[src/rtl/yuyv_pkg.sv]
package yuyv_pkg;

	// Width of a sample and of a channel
	localparam int unsigned PIX_W = 8;

	// Working width of the Q.16 channel sum: luma << 16 plus two chroma terms
	localparam int unsigned SUM_W = 27;

	// Width of the dimming product (255 * 220 fits in 16 bits)
	localparam int unsigned DIM_W = 16;

	localparam int unsigned FRAC_W = 16;

	// Q1.16 chroma weights; the green ones are negated so every channel is a plain sum
	localparam logic signed [SUM_W-1:0] COEF_R_V = 27'sd89830;
	localparam logic signed [SUM_W-1:0] COEF_G_V = -27'sd45744;
	localparam logic signed [SUM_W-1:0] COEF_G_U = -27'sd22127;
	localparam logic signed [SUM_W-1:0] COEF_B_U = 27'sd113538;

	localparam logic [PIX_W-1:0] CHAN_MAX = 8'd255;
	localparam logic [PIX_W-1:0] DIM_MUL  = 8'd220;

	typedef logic [PIX_W-1:0] pix_t;
	typedef logic signed [SUM_W-1:0] sum_t;
	typedef logic [DIM_W-1:0] dim_t;

	// Pipeline control shared by the channel slices
	typedef struct packed {
		logic en;
	} pipe_ctl_t;

endpackage

[src/rtl/yuyv_in_if.sv]
interface yuyv_in_if;
	logic valid;
	logic ready;
	yuyv_pkg::pix_t luma_first;
	yuyv_pkg::pix_t chroma_blue;
	yuyv_pkg::pix_t luma_second;
	yuyv_pkg::pix_t chroma_red;
	logic frame_end_in;

	modport source (
		output valid, luma_first, chroma_blue, luma_second, chroma_red, frame_end_in,
		input ready
	);
	modport sink (
		input valid, luma_first, chroma_blue, luma_second, chroma_red, frame_end_in,
		output ready
	);
endinterface

[src/rtl/yuyv_out_if.sv]
interface yuyv_out_if;
	logic valid;
	logic ready;
	yuyv_pkg::pix_t red_first;
	yuyv_pkg::pix_t green_first;
	yuyv_pkg::pix_t blue_first;
	yuyv_pkg::pix_t red_second;
	yuyv_pkg::pix_t green_second;
	yuyv_pkg::pix_t blue_second;
	logic frame_end_out;

	modport source (
		output valid, red_first, green_first, blue_first,
		red_second, green_second, blue_second, frame_end_out,
		input ready
	);
	modport sink (
		input valid, red_first, green_first, blue_first,
		red_second, green_second, blue_second, frame_end_out,
		output ready
	);
endinterface

[src/rtl/yuyv_chan.sv]
// One color channel, stages 2 and 3: sum and clamp, then dim.
module yuyv_chan (
	input  logic                clk,
	input  yuyv_pkg::pipe_ctl_t ctl,
	input  yuyv_pkg::pix_t      luma,
	input  yuyv_pkg::sum_t      term_a,
	input  yuyv_pkg::sum_t      term_b,
	output yuyv_pkg::pix_t      chan
);

	yuyv_pkg::sum_t sum;
	yuyv_pkg::pix_t clamp;
	yuyv_pkg::pix_t clamp_s2;
	yuyv_pkg::dim_t dim_s3;

	always_comb begin
		sum = $signed({3'b000, luma, {yuyv_pkg::FRAC_W{1'b0}}}) + term_a + term_b;
		if (sum[yuyv_pkg::SUM_W-1]) begin
			clamp = '0;
		end else if (sum[yuyv_pkg::SUM_W-2:yuyv_pkg::FRAC_W+yuyv_pkg::PIX_W] != '0) begin
			clamp = yuyv_pkg::CHAN_MAX;
		end else begin
			clamp = sum[yuyv_pkg::FRAC_W+yuyv_pkg::PIX_W-1:yuyv_pkg::FRAC_W];
		end
	end

	always_ff @(posedge clk) begin
		if (ctl.en) begin
			clamp_s2 <= clamp;
			dim_s3   <= yuyv_pkg::dim_t'(clamp_s2) * yuyv_pkg::dim_t'(yuyv_pkg::DIM_MUL);
		end
	end

	// Drop the low byte of the dimming product
	assign chan = dim_s3[yuyv_pkg::DIM_W-1:yuyv_pkg::DIM_W-yuyv_pkg::PIX_W];

endmodule

[src/rtl/yuyv_to_rgb_scaled.sv]
// YUYV 4:2:2 to dimmed RGB888 converter. Each word on yuv carries two luma samples
// and one shared chroma pair; each word on rgb carries the two matching RGB pixels,
// every channel clamped to 0..255 and then scaled by 220/256, so it lies in 0..219.
// The end-of-frame flag rides along unchanged. The block keeps no state between
// words and takes one word per clock while rgb is not stalled. Stage 1 forms the
// chroma products, stage 2 adds the luma and clamps, stage 3 applies the dimming
// multiply and is the output register. The whole pipe advances whenever the output
// register is empty or being taken, so a stall on rgb holds every stage in place.
module yuyv_to_rgb_scaled (
	input  logic           clk,
	input  logic           arst_n,
	yuyv_in_if.sink        yuv,
	yuyv_out_if.source     rgb
);

	yuyv_pkg::pipe_ctl_t ctl;

	logic v_s1, v_s2, v_s3;
	logic fe_s1, fe_s2, fe_s3;

	yuyv_pkg::sum_t cb;
	yuyv_pkg::sum_t cr;

	yuyv_pkg::pix_t y0_s1, y1_s1;
	yuyv_pkg::sum_t rv_s1, gv_s1, gu_s1, bu_s1;

	// Advance the pipe when the output register is free or its word leaves
	assign ctl.en    = !v_s3 || rgb.ready;
	assign yuv.ready = ctl.en;

	// Remove the chroma bias: flip the top bit and sign extend
	assign cb = yuyv_pkg::sum_t'($signed({~yuv.chroma_blue[7], yuv.chroma_blue[6:0]}));
	assign cr = yuyv_pkg::sum_t'($signed({~yuv.chroma_red[7], yuv.chroma_red[6:0]}));

	// Valid bits and the frame flag travel with the data
	always_ff @(posedge clk or negedge arst_n) begin
		if (!arst_n) begin
			v_s1 <= 1'b0;
			v_s2 <= 1'b0;
			v_s3 <= 1'b0;
		end else if (ctl.en) begin
			v_s1 <= yuv.valid;
			v_s2 <= v_s1;
			v_s3 <= v_s2;
		end
	end

	// Stage 1: chroma products, shared by both pixels, and the two luma samples
	always_ff @(posedge clk) begin
		if (ctl.en) begin
			fe_s1 <= yuv.frame_end_in;
			fe_s2 <= fe_s1;
			fe_s3 <= fe_s2;
			y0_s1 <= yuv.luma_first;
			y1_s1 <= yuv.luma_second;
			rv_s1 <= cr * yuyv_pkg::COEF_R_V;
			gv_s1 <= cr * yuyv_pkg::COEF_G_V;
			gu_s1 <= cb * yuyv_pkg::COEF_G_U;
			bu_s1 <= cb * yuyv_pkg::COEF_B_U;
		end
	end

	// Stages 2 and 3, one slice per channel
	yuyv_chan u_r0 (.clk(clk), .ctl(ctl), .luma(y0_s1), .term_a(rv_s1), .term_b('0),
		.chan(rgb.red_first));
	yuyv_chan u_g0 (.clk(clk), .ctl(ctl), .luma(y0_s1), .term_a(gv_s1), .term_b(gu_s1),
		.chan(rgb.green_first));
	yuyv_chan u_b0 (.clk(clk), .ctl(ctl), .luma(y0_s1), .term_a(bu_s1), .term_b('0),
		.chan(rgb.blue_first));
	yuyv_chan u_r1 (.clk(clk), .ctl(ctl), .luma(y1_s1), .term_a(rv_s1), .term_b('0),
		.chan(rgb.red_second));
	yuyv_chan u_g1 (.clk(clk), .ctl(ctl), .luma(y1_s1), .term_a(gv_s1), .term_b(gu_s1),
		.chan(rgb.green_second));
	yuyv_chan u_b1 (.clk(clk), .ctl(ctl), .luma(y1_s1), .term_a(bu_s1), .term_b('0),
		.chan(rgb.blue_second));

	assign rgb.valid         = v_s3;
	assign rgb.frame_end_out = fe_s3;

endmodule

[src/flat_wrapper.sv]
// flat-port wrapper written by rule: the top's interface ports become plain ports
module yuyv_to_rgb_scaled_flat 
  (clk, arst_n, yuv_valid, yuv_luma_first, yuv_chroma_blue, yuv_luma_second, yuv_chroma_red, yuv_frame_end_in, yuv_ready, rgb_valid, rgb_red_first, rgb_green_first, rgb_blue_first, rgb_red_second, rgb_green_second, rgb_blue_second, rgb_frame_end_out, rgb_ready);
  yuyv_in_if yuv_i ();
  yuyv_out_if rgb_i ();
  input  logic clk;
  input  logic arst_n;
  input wire logic [$bits(yuv_i.valid)-1:0] yuv_valid;
  input wire logic [$bits(yuv_i.luma_first)-1:0] yuv_luma_first;
  input wire logic [$bits(yuv_i.chroma_blue)-1:0] yuv_chroma_blue;
  input wire logic [$bits(yuv_i.luma_second)-1:0] yuv_luma_second;
  input wire logic [$bits(yuv_i.chroma_red)-1:0] yuv_chroma_red;
  input wire logic [$bits(yuv_i.frame_end_in)-1:0] yuv_frame_end_in;
  output wire logic [$bits(yuv_i.ready)-1:0] yuv_ready;
  output wire logic [$bits(rgb_i.valid)-1:0] rgb_valid;
  output wire logic [$bits(rgb_i.red_first)-1:0] rgb_red_first;
  output wire logic [$bits(rgb_i.green_first)-1:0] rgb_green_first;
  output wire logic [$bits(rgb_i.blue_first)-1:0] rgb_blue_first;
  output wire logic [$bits(rgb_i.red_second)-1:0] rgb_red_second;
  output wire logic [$bits(rgb_i.green_second)-1:0] rgb_green_second;
  output wire logic [$bits(rgb_i.blue_second)-1:0] rgb_blue_second;
  output wire logic [$bits(rgb_i.frame_end_out)-1:0] rgb_frame_end_out;
  input wire logic [$bits(rgb_i.ready)-1:0] rgb_ready;
  assign yuv_i.valid = yuv_valid;
  assign yuv_i.luma_first = yuv_luma_first;
  assign yuv_i.chroma_blue = yuv_chroma_blue;
  assign yuv_i.luma_second = yuv_luma_second;
  assign yuv_i.chroma_red = yuv_chroma_red;
  assign yuv_i.frame_end_in = yuv_frame_end_in;
  assign yuv_ready = yuv_i.ready;
  assign rgb_valid = rgb_i.valid;
  assign rgb_red_first = rgb_i.red_first;
  assign rgb_green_first = rgb_i.green_first;
  assign rgb_blue_first = rgb_i.blue_first;
  assign rgb_red_second = rgb_i.red_second;
  assign rgb_green_second = rgb_i.green_second;
  assign rgb_blue_second = rgb_i.blue_second;
  assign rgb_frame_end_out = rgb_i.frame_end_out;
  assign rgb_i.ready = rgb_ready;
  yuyv_to_rgb_scaled u_core (.clk(clk), .arst_n(arst_n), .yuv(yuv_i), .rgb(rgb_i));
endmodule
[config.mk]
export PLATFORM = sky130hd
export DESIGN_NAME = yuyv_to_rgb_scaled_flat
export DESIGN_NICKNAME = d
export VERILOG_FILES = /design/src/rtl/yuyv_pkg.sv /design/src/rtl/yuyv_in_if.sv /design/src/rtl/yuyv_out_if.sv /design/src/rtl/yuyv_chan.sv /design/src/rtl/yuyv_to_rgb_scaled.sv /design/src/flat_wrapper.sv
export SDC_FILE = /design/constraint.sdc
export NUM_CORES = 1
export LEC_CHECK = 0
export BUFFER_PORTS_ARGS = -buffer_cell sky130_fd_sc_hd__buf_4
export CORE_MARGIN = 1
export CORE_UTILIZATION = 35
export DETAILED_ROUTE_END_ITERATION = 10
export GPL_TIMING_DRIVEN = 0
export HOLD_SLACK_MARGIN = 0.15
export REMOVE_ABC_BUFFERS = 1
export SYNTH_ARGS = -nofsm -noshare
export SYNTH_HDL_FRONTEND = slang
export SYNTH_SLANG_ARGS = --single-unit
[constraint.sdc]
create_clock -name clk -period 17.18 [get_ports clk]
set_clock_uncertainty 0.15 [all_clocks]
set_input_delay 1.718 -clock clk [delete_from_list [all_inputs] [get_ports clk]]
set_output_delay 1.718 -clock clk [all_outputs]
set_load 0.01 [all_outputs]
* Yosys cells after proc, flatten, opt, wreduce, memory -nomap -nowiden
Cells that the tools add are included.
** Word-level totals
- Word-level logic and storage cells :: 58
- Input bits :: 37
- Register bits after elaboration :: 256
- Output and inout port bits :: 51
** Operators by class
- Multipliers :: 10
- Reduce and logical (&&, ||, !) cells :: 8
- Bitwise operators :: 2
- Muxes and demuxes :: 6
- Add/sub/neg operators :: 8
** Operator list (number)
- $add A25 B27 Y27 :: 6
- $mul A8 B6 Y14 const B :: 6
- $add A27 B27 Y27 :: 2
- $mul A8 B17 Y25 const B :: 2
- $mux W8 :: 6
- $mul A8 B16 Y24 const B :: 1
- $mul A8 B13 Y21 const B :: 1
- $reduce_bool A2 Y1 :: 6
- $not A1 Y1 :: 2
- $logic_not A1 Y1 :: 1
- $logic_or A1 B1 Y1 :: 1

* Depth between registers and ports, before layout
Gate-level depths: netlist of run 1.
- Depth in word-level cells :: 4
- Mapped depth :: 18
- Gate-level depth less buffers :: 18

* Cells and area by module
From an unflattened synthesis of run 1, not the netlist that was laid out.
** Second synthesis, totals
- Cell total of the unflattened synthesis :: 2684
- Area total of the unflattened synthesis :: 28451.0 µm²
** Modules (own cells, without submodules)
- yuyv_to_rgb_scaled :: cells an instance 1004, times used 1, area an instance 11567.3 µm²
- yuyv_chan at u_core.u_b1 ... :: cells an instance 271, times used 3, area an instance 2753.9 µm²
- yuyv_chan at u_core.u_r0 :: cells an instance 309, times used 1, area an instance 2987.9 µm²
- yuyv_chan at u_core.u_r1 :: cells an instance 298, times used 1, area an instance 2910.3 µm²
- yuyv_chan at u_core.u_b0 :: cells an instance 260, times used 1, area an instance 2723.9 µm²

* Worst setup path before layout of run 1
Ideal clock, no wire load.
- Path type :: in2out
- From :: input rgb_ready
- To :: output yuv_ready
- Path slack :: 9.231 ns
- Path buffers :: 0
- Stages on the path :: 1
- Required time :: 15.312 ns
- Data arrival time :: 6.081 ns
- Cell sequence :: nand2b_1
** Between the ends
- Longest elaborated chain between the ends :: 1
** RTL lines
- from (decl) :: RTL line flat_wrapper.sv:23 : input wire logic [$bits(rgb_i.ready)-1:0] rgb_ready;
- $logic_or A1 B1 Y1 :: RTL line yuyv_to_rgb_scaled.sv:28 : assign ctl.en = !v_s3 || rgb.ready;
- to (decl) :: RTL line flat_wrapper.sv:14 : output wire logic [$bits(yuv_i.ready)-1:0] yuv_ready;
No other way between the ends.

* Worst setup path after layout of run 1
- From :: input yuv_chroma_red[5]
- To :: register u_core.rv_s1[24], data pin
** Between the ends
- Longest elaborated chain between the ends :: 1
** RTL lines
- from (decl) :: RTL line flat_wrapper.sv:12 : input wire logic [$bits(yuv_i.chroma_red)-1:0] yuv_chroma_red;
- $mul A8 B17 Y25 :: RTL line yuyv_to_rgb_scaled.sv:56 : rv_s1 <= cr * yuyv_pkg::COEF_R_V;
- to (signal assigned) :: RTL line yuyv_to_rgb_scaled.sv:56
- to (decl) :: RTL line yuyv_to_rgb_scaled.sv:25 : yuyv_pkg::sum_t rv_s1, gv_s1, gu_s1, bu_s1;
No other way between the ends.
A chain may end at the register's enable or synchronous reset.

==> run_results.csv, run 1 <==
group,metric,value,unit
global_routing,antenna_found_initial,0,
critical_path,cp_max_fo,9,
critical_path,startpoint_type,"input port",
clock_tree,clk_pin_slew,0.07,ns
detailed_routing,wl_per_cell,14.8,µm
timing,setup-violations-final,0,
critical_path,path_delay_family,"adder cells",
place,place_area,23800,µm²
timing,fin_crit,6.38,ns
synthesis,ys_top_cells_by_count,"inv_1, ha_1, fa_1",
timing,finalCritPeriodShare,37.1,%
synthesis,syn-instance-count,2037,
critical_path,critPathSlowestCell,"fa_1",
finish,finalInstanceArea,24300,µm²
clock_tree,cts-root-buf,"clkbuf_16",
synthesis,ys_seq_elements,179,
timing,rsz0062_at_grt,"no",
clock_tree,clk_latency,0.48,ns
synthesis,async_reset_ff_share,1.68,%
timing,worst_pin_slew,0.799,ns
die,die_w,253,µm
place,post-place-cells,2951,
finish,utilization,39.3,%
detailed_routing,drt_iter0_markers,661,
synthesis,yosysWarnings,0,
status,status,"finished clean",
synthesis,yosysTopAreaCell,"edfxtp_1",
synthesis,synth_ff_type,"edfxtp_1",
clock_tree,cts_sinks,179,
global_routing,grt.overflow.total,0,
place,place_hpwl,38000,µm
timing,finalHoldViolCount,0,
die,die_area,64000,µm²
detailed_routing,vias,14100,
synthesis,ys_seq_area_share,24.3,%
finish,finalNonFillerCells,2983,
die,io_pins,88,
critical_path,end_kind,"flop",
timing,slew_violations,0,
critical_path,slowest_delay,0.73,ns
timing,tns,0,ns
place,io_buffers,87,
finish,antenna_cells,0,
finish,final_nets,2827,
synthesis,yosysMostFrequentCell,"inv_1",
clock_tree,cts_tree,"built",
detailed_routing,vias_per_cell,4.74,
clock_tree,clk_path_buf_depth,2,
finish,nFillCells,5992,
critical_path,cp.arrival,6.47,ns
detailed_routing,drc,0,
synthesis,avgSynthCellArea,10.8,µm²
critical_path,critPathMostFrequentCell,"fa_1",
die,rows,91,
die,initial_core_util,35.6,%
global_routing,grt_max_degree,62,
critical_path,crit_chain,"buf_4 > inv_1 > fa_1 > inv_1 > fa_1 > fa_1 > fa_1 > inv_1 > ha_1 > o21a_1 > a21oi_1 > o211ai_1 > a41oi_1 > o21bai_1 > a211oi_1 > nor2_1",
hold_path,min_path_type,"flop to flop",
global_routing,grt_pass1_wl,74700,µm
timing,worst_slew_margin_rel,46.7,%
die,coreArea,61900,µm²
synthesis,yosysUniqueCellTypes,77,
critical_path,path_class,"input port to flop",
clock_tree,htreeDepth,4,
detailed_routing,dr.pass1.iters,5,
finish,layout-drive-gt1-share,7.41,%
timing,fmax,157,MHz
finish,syn_to_final_growth,10.4,%
synthesis,synth_area_leaders,"edfxtp_1, ha_1, fa_1",
global_routing,gr-usage-all-layers,14.8,%
clock_tree,numCtsBuffers,17,
synthesis,synth_edf_count,176,
job,drv_cap,0,
detailed_routing,wirelength,44200,µm
clock_tree,cts_setup_buffers,0,
critical_path,worstPathRequired,17.27,ns
clock_tree,ctsHoldBuffers,0,
place,gp_congestion,0.913,
clock_tree,cts-resized-gates,0,
synthesis,synth_area,22000,µm²
synthesis,synth.top_cell.area_share,24.0,%
global_routing,grt_pass1_vias,15200,
die,fp.dieH,253,µm
detailed_routing,drtAntennaViolNets,0,
critical_path,cp_num_buf_inv,4,
## kinds of logic after synthesis
kind of cell / synth area share, %
compound gates: 11.3
xor+xnor: 5.21
fa+ha+maj: 45.6
buf+inv: 7.97
flops: 24.3
mux: 0.216
simple gates: 5.39
## stage by stage
stage                     setup slack (ns)  hold slack (ns)
after floorplan                       9.23            0.250
after global placement                6.74            0.250
after detailed placement             10.31            0.255
after CTS                            10.84            0.272
after global routing                 10.50            0.279
final                                10.80            0.270
## cell type report
type	instances	area [µm²]	area share (%)
Clock buffer	20	437	1.79
Clock inverter	12	114	0.468
Inverter	455	1710	7.02
Multi-Input combinational cell	1390	14900	61.4
Sequential cell	179	5360	22.0
Tap cell	837	1050	4.30
Timing Repair Buffer	90	728	2.99
## registers in the layout, indices dropped and copies added (netlist names), 10 cells and up
| name | count |
|---|---|
| u_core.gv_s1 | 20 |
| u_core.bu_s1 | 10 |
| u_core.rv_s1 | 11 |
| u_core.gu_s1 | 20 |
## metal layers
layer  vias up  track usage, %  wire length (µm)
met5         -               0                 0
met3        53            3.07              1740
met1      6831            18.4             20200
li1       7047               -                 -
met4         0            5.51              1140
met2       217            25.1             21100
## cell usage in the layout, fill, tap and decap left out, types with 7 or more instances in the layout
cell type and instances:
nand2_1 40, o21ai_1 19, o21a_1 31, xnor2_1 92
nand3_1 9, clkbuf_16 17, a21o_1 34, fa_1 243
xor2_1 39, inv_1 455, nor2b_1 14, and3_1 7
a21oi_1 80, o211ai_1 7, nor2_1 97, a211oi_2 11
nand2b_1 13, o21bai_1 13, edfxtp_1 176, buf_4 87
o31ai_1 7, nor3_1 34, ha_1 414, a31oi_1 12
o21ai_0 44, a21boi_0 9, a211oi_1 7
## path summary, 6_finish.rpt
kind | from | endpoint | slack (ns) | cells past startpoint
setup / recovery | yuv_chroma_red[5] | u_core.rv_s1[24] | 10.80 | 16
hold / removal | u_core.fe_s1 | u_core.fe_s2 | 0.27 | 0
setup reg to reg | u_core.u_r1.clamp_s2[3] | u_core.u_r1.dim_s3[13] | 12.99 | 15
hold reg to reg | u_core.fe_s1 | u_core.fe_s2 | 0.27 | 0
max in group asynchronous | arst_n | u_core.v_s1 | 15.92 | 1
min in group asynchronous | arst_n | u_core.rgb.valid | 0.87 | 1
Power of run 1 is not shown: default switching activity piles up to over one toggle a cycle in this logic, so the estimate is an artifact.
==> inputs of run 2 (changes only) <==
==> constraint.sdc (replaced) <==
create_clock -name clk -period 5.5 [get_ports clk]
set_clock_uncertainty 0.15 [all_clocks]
set_input_delay 0.55 -clock clk [delete_from_list [all_inputs] [get_ports clk]]
set_output_delay 0.55 -clock clk [all_outputs]
set_load 0.01 [all_outputs]
==> run 2 against run 1 <==
Effect of this change: clock-buffer cell count stayed put; critical path depth unchanged; utilization rose by 0.31 points; routed wire length up 0.31%; non-clock buffer count increased by 19; first-iteration DRC count is 7.7% lower; via count up 0.45%; largest cell class unchanged.
==> run_results.csv, run 2 (synthesized netlist as in run 1, its figures left out) <==
group,metric,value,unit
finish,layout_commonest_cell,"inv_1",
critical_path,r2r_setup_slack,1.30,ns
finish,final_cell_mix,"inv_1, ha_1, fa_1",
clock_tree,cts_tree,"built",
timing,slew_violations,0,
global_routing,gr-usage-all-layers,14.8,%
detailed_routing,drt_iter0_markers,610,
global_routing,grt_max_degree,62,
global_routing,grt_pass1_wl,75000,µm
detailed_routing,vias_per_cell,4.73,
place,gp_congestion,0.913,
timing,fmax,193,MHz
detailed_routing,drtAntennaViolNets,0,
hold_path,worstHoldEndpoint,"u_core.rv_s1[1]",
clock_tree,clk_pin_slew,0.07,ns
status,status,"finished clean",
detailed_routing,dr.pass1.iters,5,
die,io_pins,88,
critical_path,worstPathRequired,5.59,ns
clock_tree,cts-root-buf,"clkbuf_16",
clock_tree,htreeDepth,4,
clock_tree,numCtsBuffers,17,
die,die_area,64000,µm²
detailed_routing,wirelength,44300,µm
timing,worst_slew_margin_rel,47.4,%
critical_path,r2r.worst_path.cells,15,
timing,fin_crit,5.18,ns
timing,finalCritPeriodShare,94.3,%
clock_tree,cts_sinks,179,
critical_path,path_class,"input port to flop",
clock_tree,cts-resized-gates,0,
finish,reg_top3,"u_core.gu_s1 (20), u_core.gv_s1 (20), u_core.rv_s1 (11)",
hold_path,min_path_cells,1,
clock_tree,clk_path_buf_depth,2,
finish,final_nets,2846,
job,drv_cap,0,
global_routing,grt_pass1_vias,15300,
detailed_routing,vias,14200,
timing,fin_ws,0.316,ns
die,rows,91,
hold_path,min_path_type,"input port to flop",
place,io_buffers,87,
die,coreArea,61900,µm²
timing,finalHoldViolCount,0,
detailed_routing,wl_per_cell,14.8,µm
timing,worst_pin_slew,0.789,ns
finish,antenna_cells,0,
global_routing,grt.overflow.total,0,
timing,setup-violations-final,0,
critical_path,end_kind,"flop",
place,place_hpwl,38000,µm
critical_path,cp.arrival,5.28,ns
critical_path,r2r-start,"u_core.u_r1.clamp_s2[3]",
clock_tree,clk_latency,0.49,ns
finish,syn_to_final_growth,11.2,%
die,fp.dieH,253,µm
finish,layout-drive-gt1-share,7.34,%
finish,nFillCells,5982,
critical_path,cp_max_fo,9,
global_routing,antenna_found_initial,0,
clock_tree,cts_setup_buffers,0,
critical_path,startpoint_type,"input port",
place,dp_slack,-0.202,ns
die,initial_core_util,35.6,%
critical_path,r2r_end,"u_core.u_r1.dim_s3[13]",
detailed_routing,drc,0,
timing,rsz0062_at_grt,"no",
die,die_w,253,µm
hold_path,min-delay-start,"yuv_chroma_red[0]",
[run 2: changes by cell type in the layout (fill, tap and decap cells not counted)]
cell / delta
dlygate4sd3_1: +19
[run 2: cell type report]
class                           instances  area, µm²  share of cell area, %
Sequential cell                       179       5360                   21.9
Multi-Input combinational cell       1390      14900                   60.9
Clock inverter                         12        114                  0.464
Timing Repair Buffer                  109        918                   3.75
Clock buffer                           20        437                   1.78
Tap cell                              837       1050                   4.27
Inverter                              455       1710                   6.97
[run 2: worst max-delay path: stages]
cell	delay (ns)
buf_4	0.19
inv_1	0.18
fa_1	0.73
inv_1	0.10
fa_1	0.53
fa_1	0.54
fa_1	0.55
inv_1	0.04
ha_1	0.30
o21a_1	0.19
a21oi_1	0.25
o211ai_1	0.21
a41oi_1	0.42
o21bai_1	0.15
a211oi_1	0.27
nor2_1	0.07
[run 2: worst max path at each step]
stage,startpoint,end,depth (start not counted)
2_1_floorplan,rgb_ready,u_core.v_s1,2
5_1_grt,yuv_chroma_red[5],u_core.rv_s1[25],17
3_3_place_gp,rgb_ready,yuv_ready,3
6_report,yuv_chroma_red[5],u_core.rv_s1[24],16
4_1_cts,yuv_chroma_red[5],u_core.rv_s1[24],16
3_5_place_dp,yuv_chroma_red[5],u_core.rv_s1[25],17
[run 2: layer usage]
metal / up-vias / GRT usage (%) / share of wire, %
met5: - / 0 / 0
met3: 53 / 2.79 / 3.3
li1: 7086 / - / -
met4: 0 / 5.51 / 2.6
met2: 207 / 25.2 / 48
met1: 6866 / 18.6 / 46
[run 2: timing repair]
action / CTS / global route
endpoints found under the setup margin: 0 / 1
hold buffers: 19 / 0
hold endpoints to repair: 21 / 0
[run 2: stage by stage]
stage                     area [µm²]  cells  TNS [ns]  utilization (%)  hold slack [ns]
after floorplan                22000   2024    -25.11                -            0.104
after global placement         23700   2948   -368.08             38.3            0.188
after detailed placement       23800   2951    -0.648             38.4            0.191
after CTS                      24500   3002         0             39.6            0.188
after global routing           24500   3002         0             39.6            0.223
final                          24500   3002         0             39.6            0.236
Power of run 2 is left out for the same reason.
==> inputs of run 3 (changes only) <==
--- a/config.mk
+++ b/config.mk
@@ -5,6 +5,7 @@
 export SDC_FILE = /design/constraint.sdc
 export NUM_CORES = 1
 export LEC_CHECK = 0
+export ABC_AREA = 1
 export BUFFER_PORTS_ARGS = -buffer_cell sky130_fd_sc_hd__buf_4
 export CORE_MARGIN = 1
 export CORE_UTILIZATION = 35
==> run 3 against run 2 <==
Effect of this change: hold slack improved by 0.0028 ns; register-to-register slack better by 0.38 ns; setup slack improved by 0.41 ns; sequential share of layout area fell by 2.2 points; clock-buffer cell count fell by 1; fmax grew 8.6%; final area is 11% higher; utilization is 0.052 points lower; final cell count increased by 29%; area after synthesis rose by 11%; via count grew 26%; sequential cell count unchanged.
==> run_results.csv, run 3 <==
group,metric,value,unit
detailed_routing,vias_per_cell,4.63,
detailed_routing,wl_per_cell,14.1,µm
die,rows,96,
finish,syn_to_final_growth,11.1,%
timing,fin_ws,0.728,ns
finish,reg_top3,"u_core.gu_s1 (20), u_core.gv_s1 (20), u_core.rv_s1 (11)",
die,coreArea,68900,µm²
global_routing,gr-usage-all-layers,16.2,%
finish,layout_commonest_cell,"inv_1",
finish,final_cell_mix,"inv_1, nand2_1, ha_1",
synthesis,synth.top_cell.area_share,21.5,%
detailed_routing,drc,0,
place,io_buffers,87,
clock_tree,htreeDepth,4,
finish,antenna_cells,0,
critical_path,r2r.worst_path.cells,15,
synthesis,ys_seq_elements,179,
die,die_w,267,µm
clock_tree,cts-resized-gates,0,
place,place_area,26400,µm²
synthesis,avgSynthCellArea,8.80,µm²
global_routing,antenna_found_initial,0,
status,status,"finished clean",
place,gp_congestion,0.913,
timing,slew_violations,0,
critical_path,r2r_setup_slack,1.68,ns
finish,utilization,39.5,%
finish,nFillCells,6987,
die,fp.dieH,267,µm
global_routing,grt.overflow.total,0,
synthesis,synth_compound_area_share,7.32,%
synthesis,syn-instance-count,2790,
synthesis,synth_area_leaders,"edfxtp_1, ha_1, fa_1",
clock_tree,clk_path_buf_depth,2,
timing,fmax,210,MHz
timing,rsz0062_at_grt,"no",
clock_tree,cts-root-buf,"clkbuf_16",
synthesis,yosysUniqueCellTypes,49,
synthesis,synth_area,24500,µm²
synthesis,ys_seq_area_share,21.8,%
hold_path,min_path_type,"input port to async pin",
clock_tree,clk_pin_slew,0.07,ns
global_routing,grt_pass1_wl,91000,µm
critical_path,startpoint_type,"input port",
place,place_hpwl,46600,µm
critical_path,cp.arrival,4.83,ns
synthesis,synth_xor_area_share,4.91,%
detailed_routing,drtAntennaViolNets,0,
detailed_routing,vias,17900,
clock_tree,numCtsBuffers,17,
critical_path,path_class,"input port to flop",
critical_path,worstPathRequired,5.56,ns
timing,worst_slew_margin_rel,59.8,%
clock_tree,cts_setup_buffers,0,
synthesis,yosysMostFrequentCell,"inv_1",
synthesis,synth_simple_gate_area_share,14.8,%
synthesis,synth_edf_count,176,
synthesis,ys_top_cells_by_count,"inv_1, nand2_1, ha_1",
synthesis,synth.area.mux_share,0.0459,%
critical_path,cp_max_fo,7,
detailed_routing,wirelength,54300,µm
clock_tree,clk_latency,0.49,ns
critical_path,r2r-start,"u_core.u_b0.clamp_s2[5]",
timing,finalHoldViolCount,0,
timing,setup-violations-final,0,
timing,fin_crit,4.77,ns
detailed_routing,drt_iter0_markers,921,
synthesis,async_reset_ff_share,1.68,%
global_routing,grt_pass1_vias,17900,
finish,finalInstanceArea,27300,µm²
detailed_routing,dr.pass1.iters,5,
synthesis,synth_fa_ha_area_share,40.9,%
finish,final_nets,3610,
die,die_area,71200,µm²
clock_tree,cts_tree,"built",
synthesis,synth_top_family_by_area,"adder cells",
clock_tree,cts_sinks,179,
job,drv_cap,0,
synthesis,synth_ff_type,"edfxtp_1",
synthesis,yosysTopAreaCell,"edfxtp_1",
die,io_pins,88,
timing,finalCritPeriodShare,86.8,%
global_routing,grt_max_degree,62,
timing,worst_pin_slew,0.602,ns
die,initial_core_util,35.6,%
synthesis,yosysWarnings,0,
finish,layout-drive-gt1-share,5.70,%
critical_path,r2r_end,"u_core.u_b0.dim_s3[14]",
critical_path,end_kind,"flop",
place,dp_slack,0.239,ns
## run 3: cell count changes in the layout (fill, tap and decap cells not counted), sizes merged, moves of 14 or more
cell | before | now
a21oi | 84 | 160
nand4 | 6 | 36
nor3 | 36 | 16
xor2 | 39 | 89
o21a | 31 | 9
nand2 | 40 | 499
a211oi | 19 | 4
nand2b | 14 | 0
nand3 | 9 | 131
xnor2 | 92 | 46
inv | 456 | 664
nor2b | 14 | 0
nor2 | 98 | 137
a21o | 34 | 19
## run 3: routing by layer
metal	wire [µm]	track usage (%)	part of all wire, %	vias up
li1	-	-	-	9189
met1	25100	21.0	46	8377
met2	26400	27.9	49	252
met3	1710	2.31	3.1	57
met4	1050	4.52	1.9	0
met5	0	0	0	-
## run 3: timing repair
| item | 4_1_cts | 5_1_grt |
|---|---|---|
| hold buffers | 19 | 0 |
| endpoints found under the hold margin | 21 | 0 |
| setup endpoints to repair | 0 | 0 |
## run 3: worst max-delay path by stage
stage	start	to	slack, ns	cells past startpoint
after floorplan	rgb_ready	u_core.v_s1	0.19	3
after global placement	rgb_ready	yuv_ready	-2.18	4
after detailed placement	yuv_chroma_red[7]	u_core.rv_s1[20]	0.24	15
after CTS	yuv_chroma_red[7]	u_core.rv_s1[20]	0.76	15
after global routing	yuv_chroma_red[0]	u_core.rv_s1[22]	0.43	17
final	yuv_chroma_red[7]	u_core.rv_s1[20]	0.73	15
## run 3: stage by stage
stage	cells	hold slack [ns]	setup TNS, ns
2_1_floorplan	2788	0.104	0
3_3_place_gp	3806	0.193	-329.25
3_5_place_dp	3809	0.195	0
4_1_cts	3860	0.194	0
5_1_grt	3860	0.222	0
6_report	3860	0.239	0
## run 3: layout make-up
cell class | count | area [µm²] | share of cell area [%]
Clock buffer | 19 | 433 | 1.59
Timing Repair Buffer | 109 | 926 | 3.40
Multi-Input combinational cell | 1948 | 16700 | 61.2
Sequential cell | 179 | 5360 | 19.7
Tap cell | 931 | 1160 | 4.27
Clock inverter | 13 | 200 | 0.735
Inverter | 661 | 2480 | 9.10
## run 3: worst max-delay path, stage by stage
cell	delay, ns
buf_4	0.16
inv_1	0.36
fa_1	0.61
inv_1	0.12
fa_1	0.46
fa_1	0.53
fa_1	0.54
inv_1	0.04
ha_1	0.34
a21oi_1	0.17
a21boi_0	0.28
nand2_1	0.09
nand2_1	0.07
nand2_1	0.06
xor2_1	0.44
## run 3: cells by family after synthesis
| group | after synthesis |
|---|---|
| muxes | 1 |
| adders and majority gates | 657 |
| DFF | 179 |
| xor gates and xnor gates | 135 |
| and+or+nand+nor | 844 |
| AOI/OAI and AO/OA | 311 |
| buffers and inverters | 663 |
Power of run 3 is left out for the same reason.
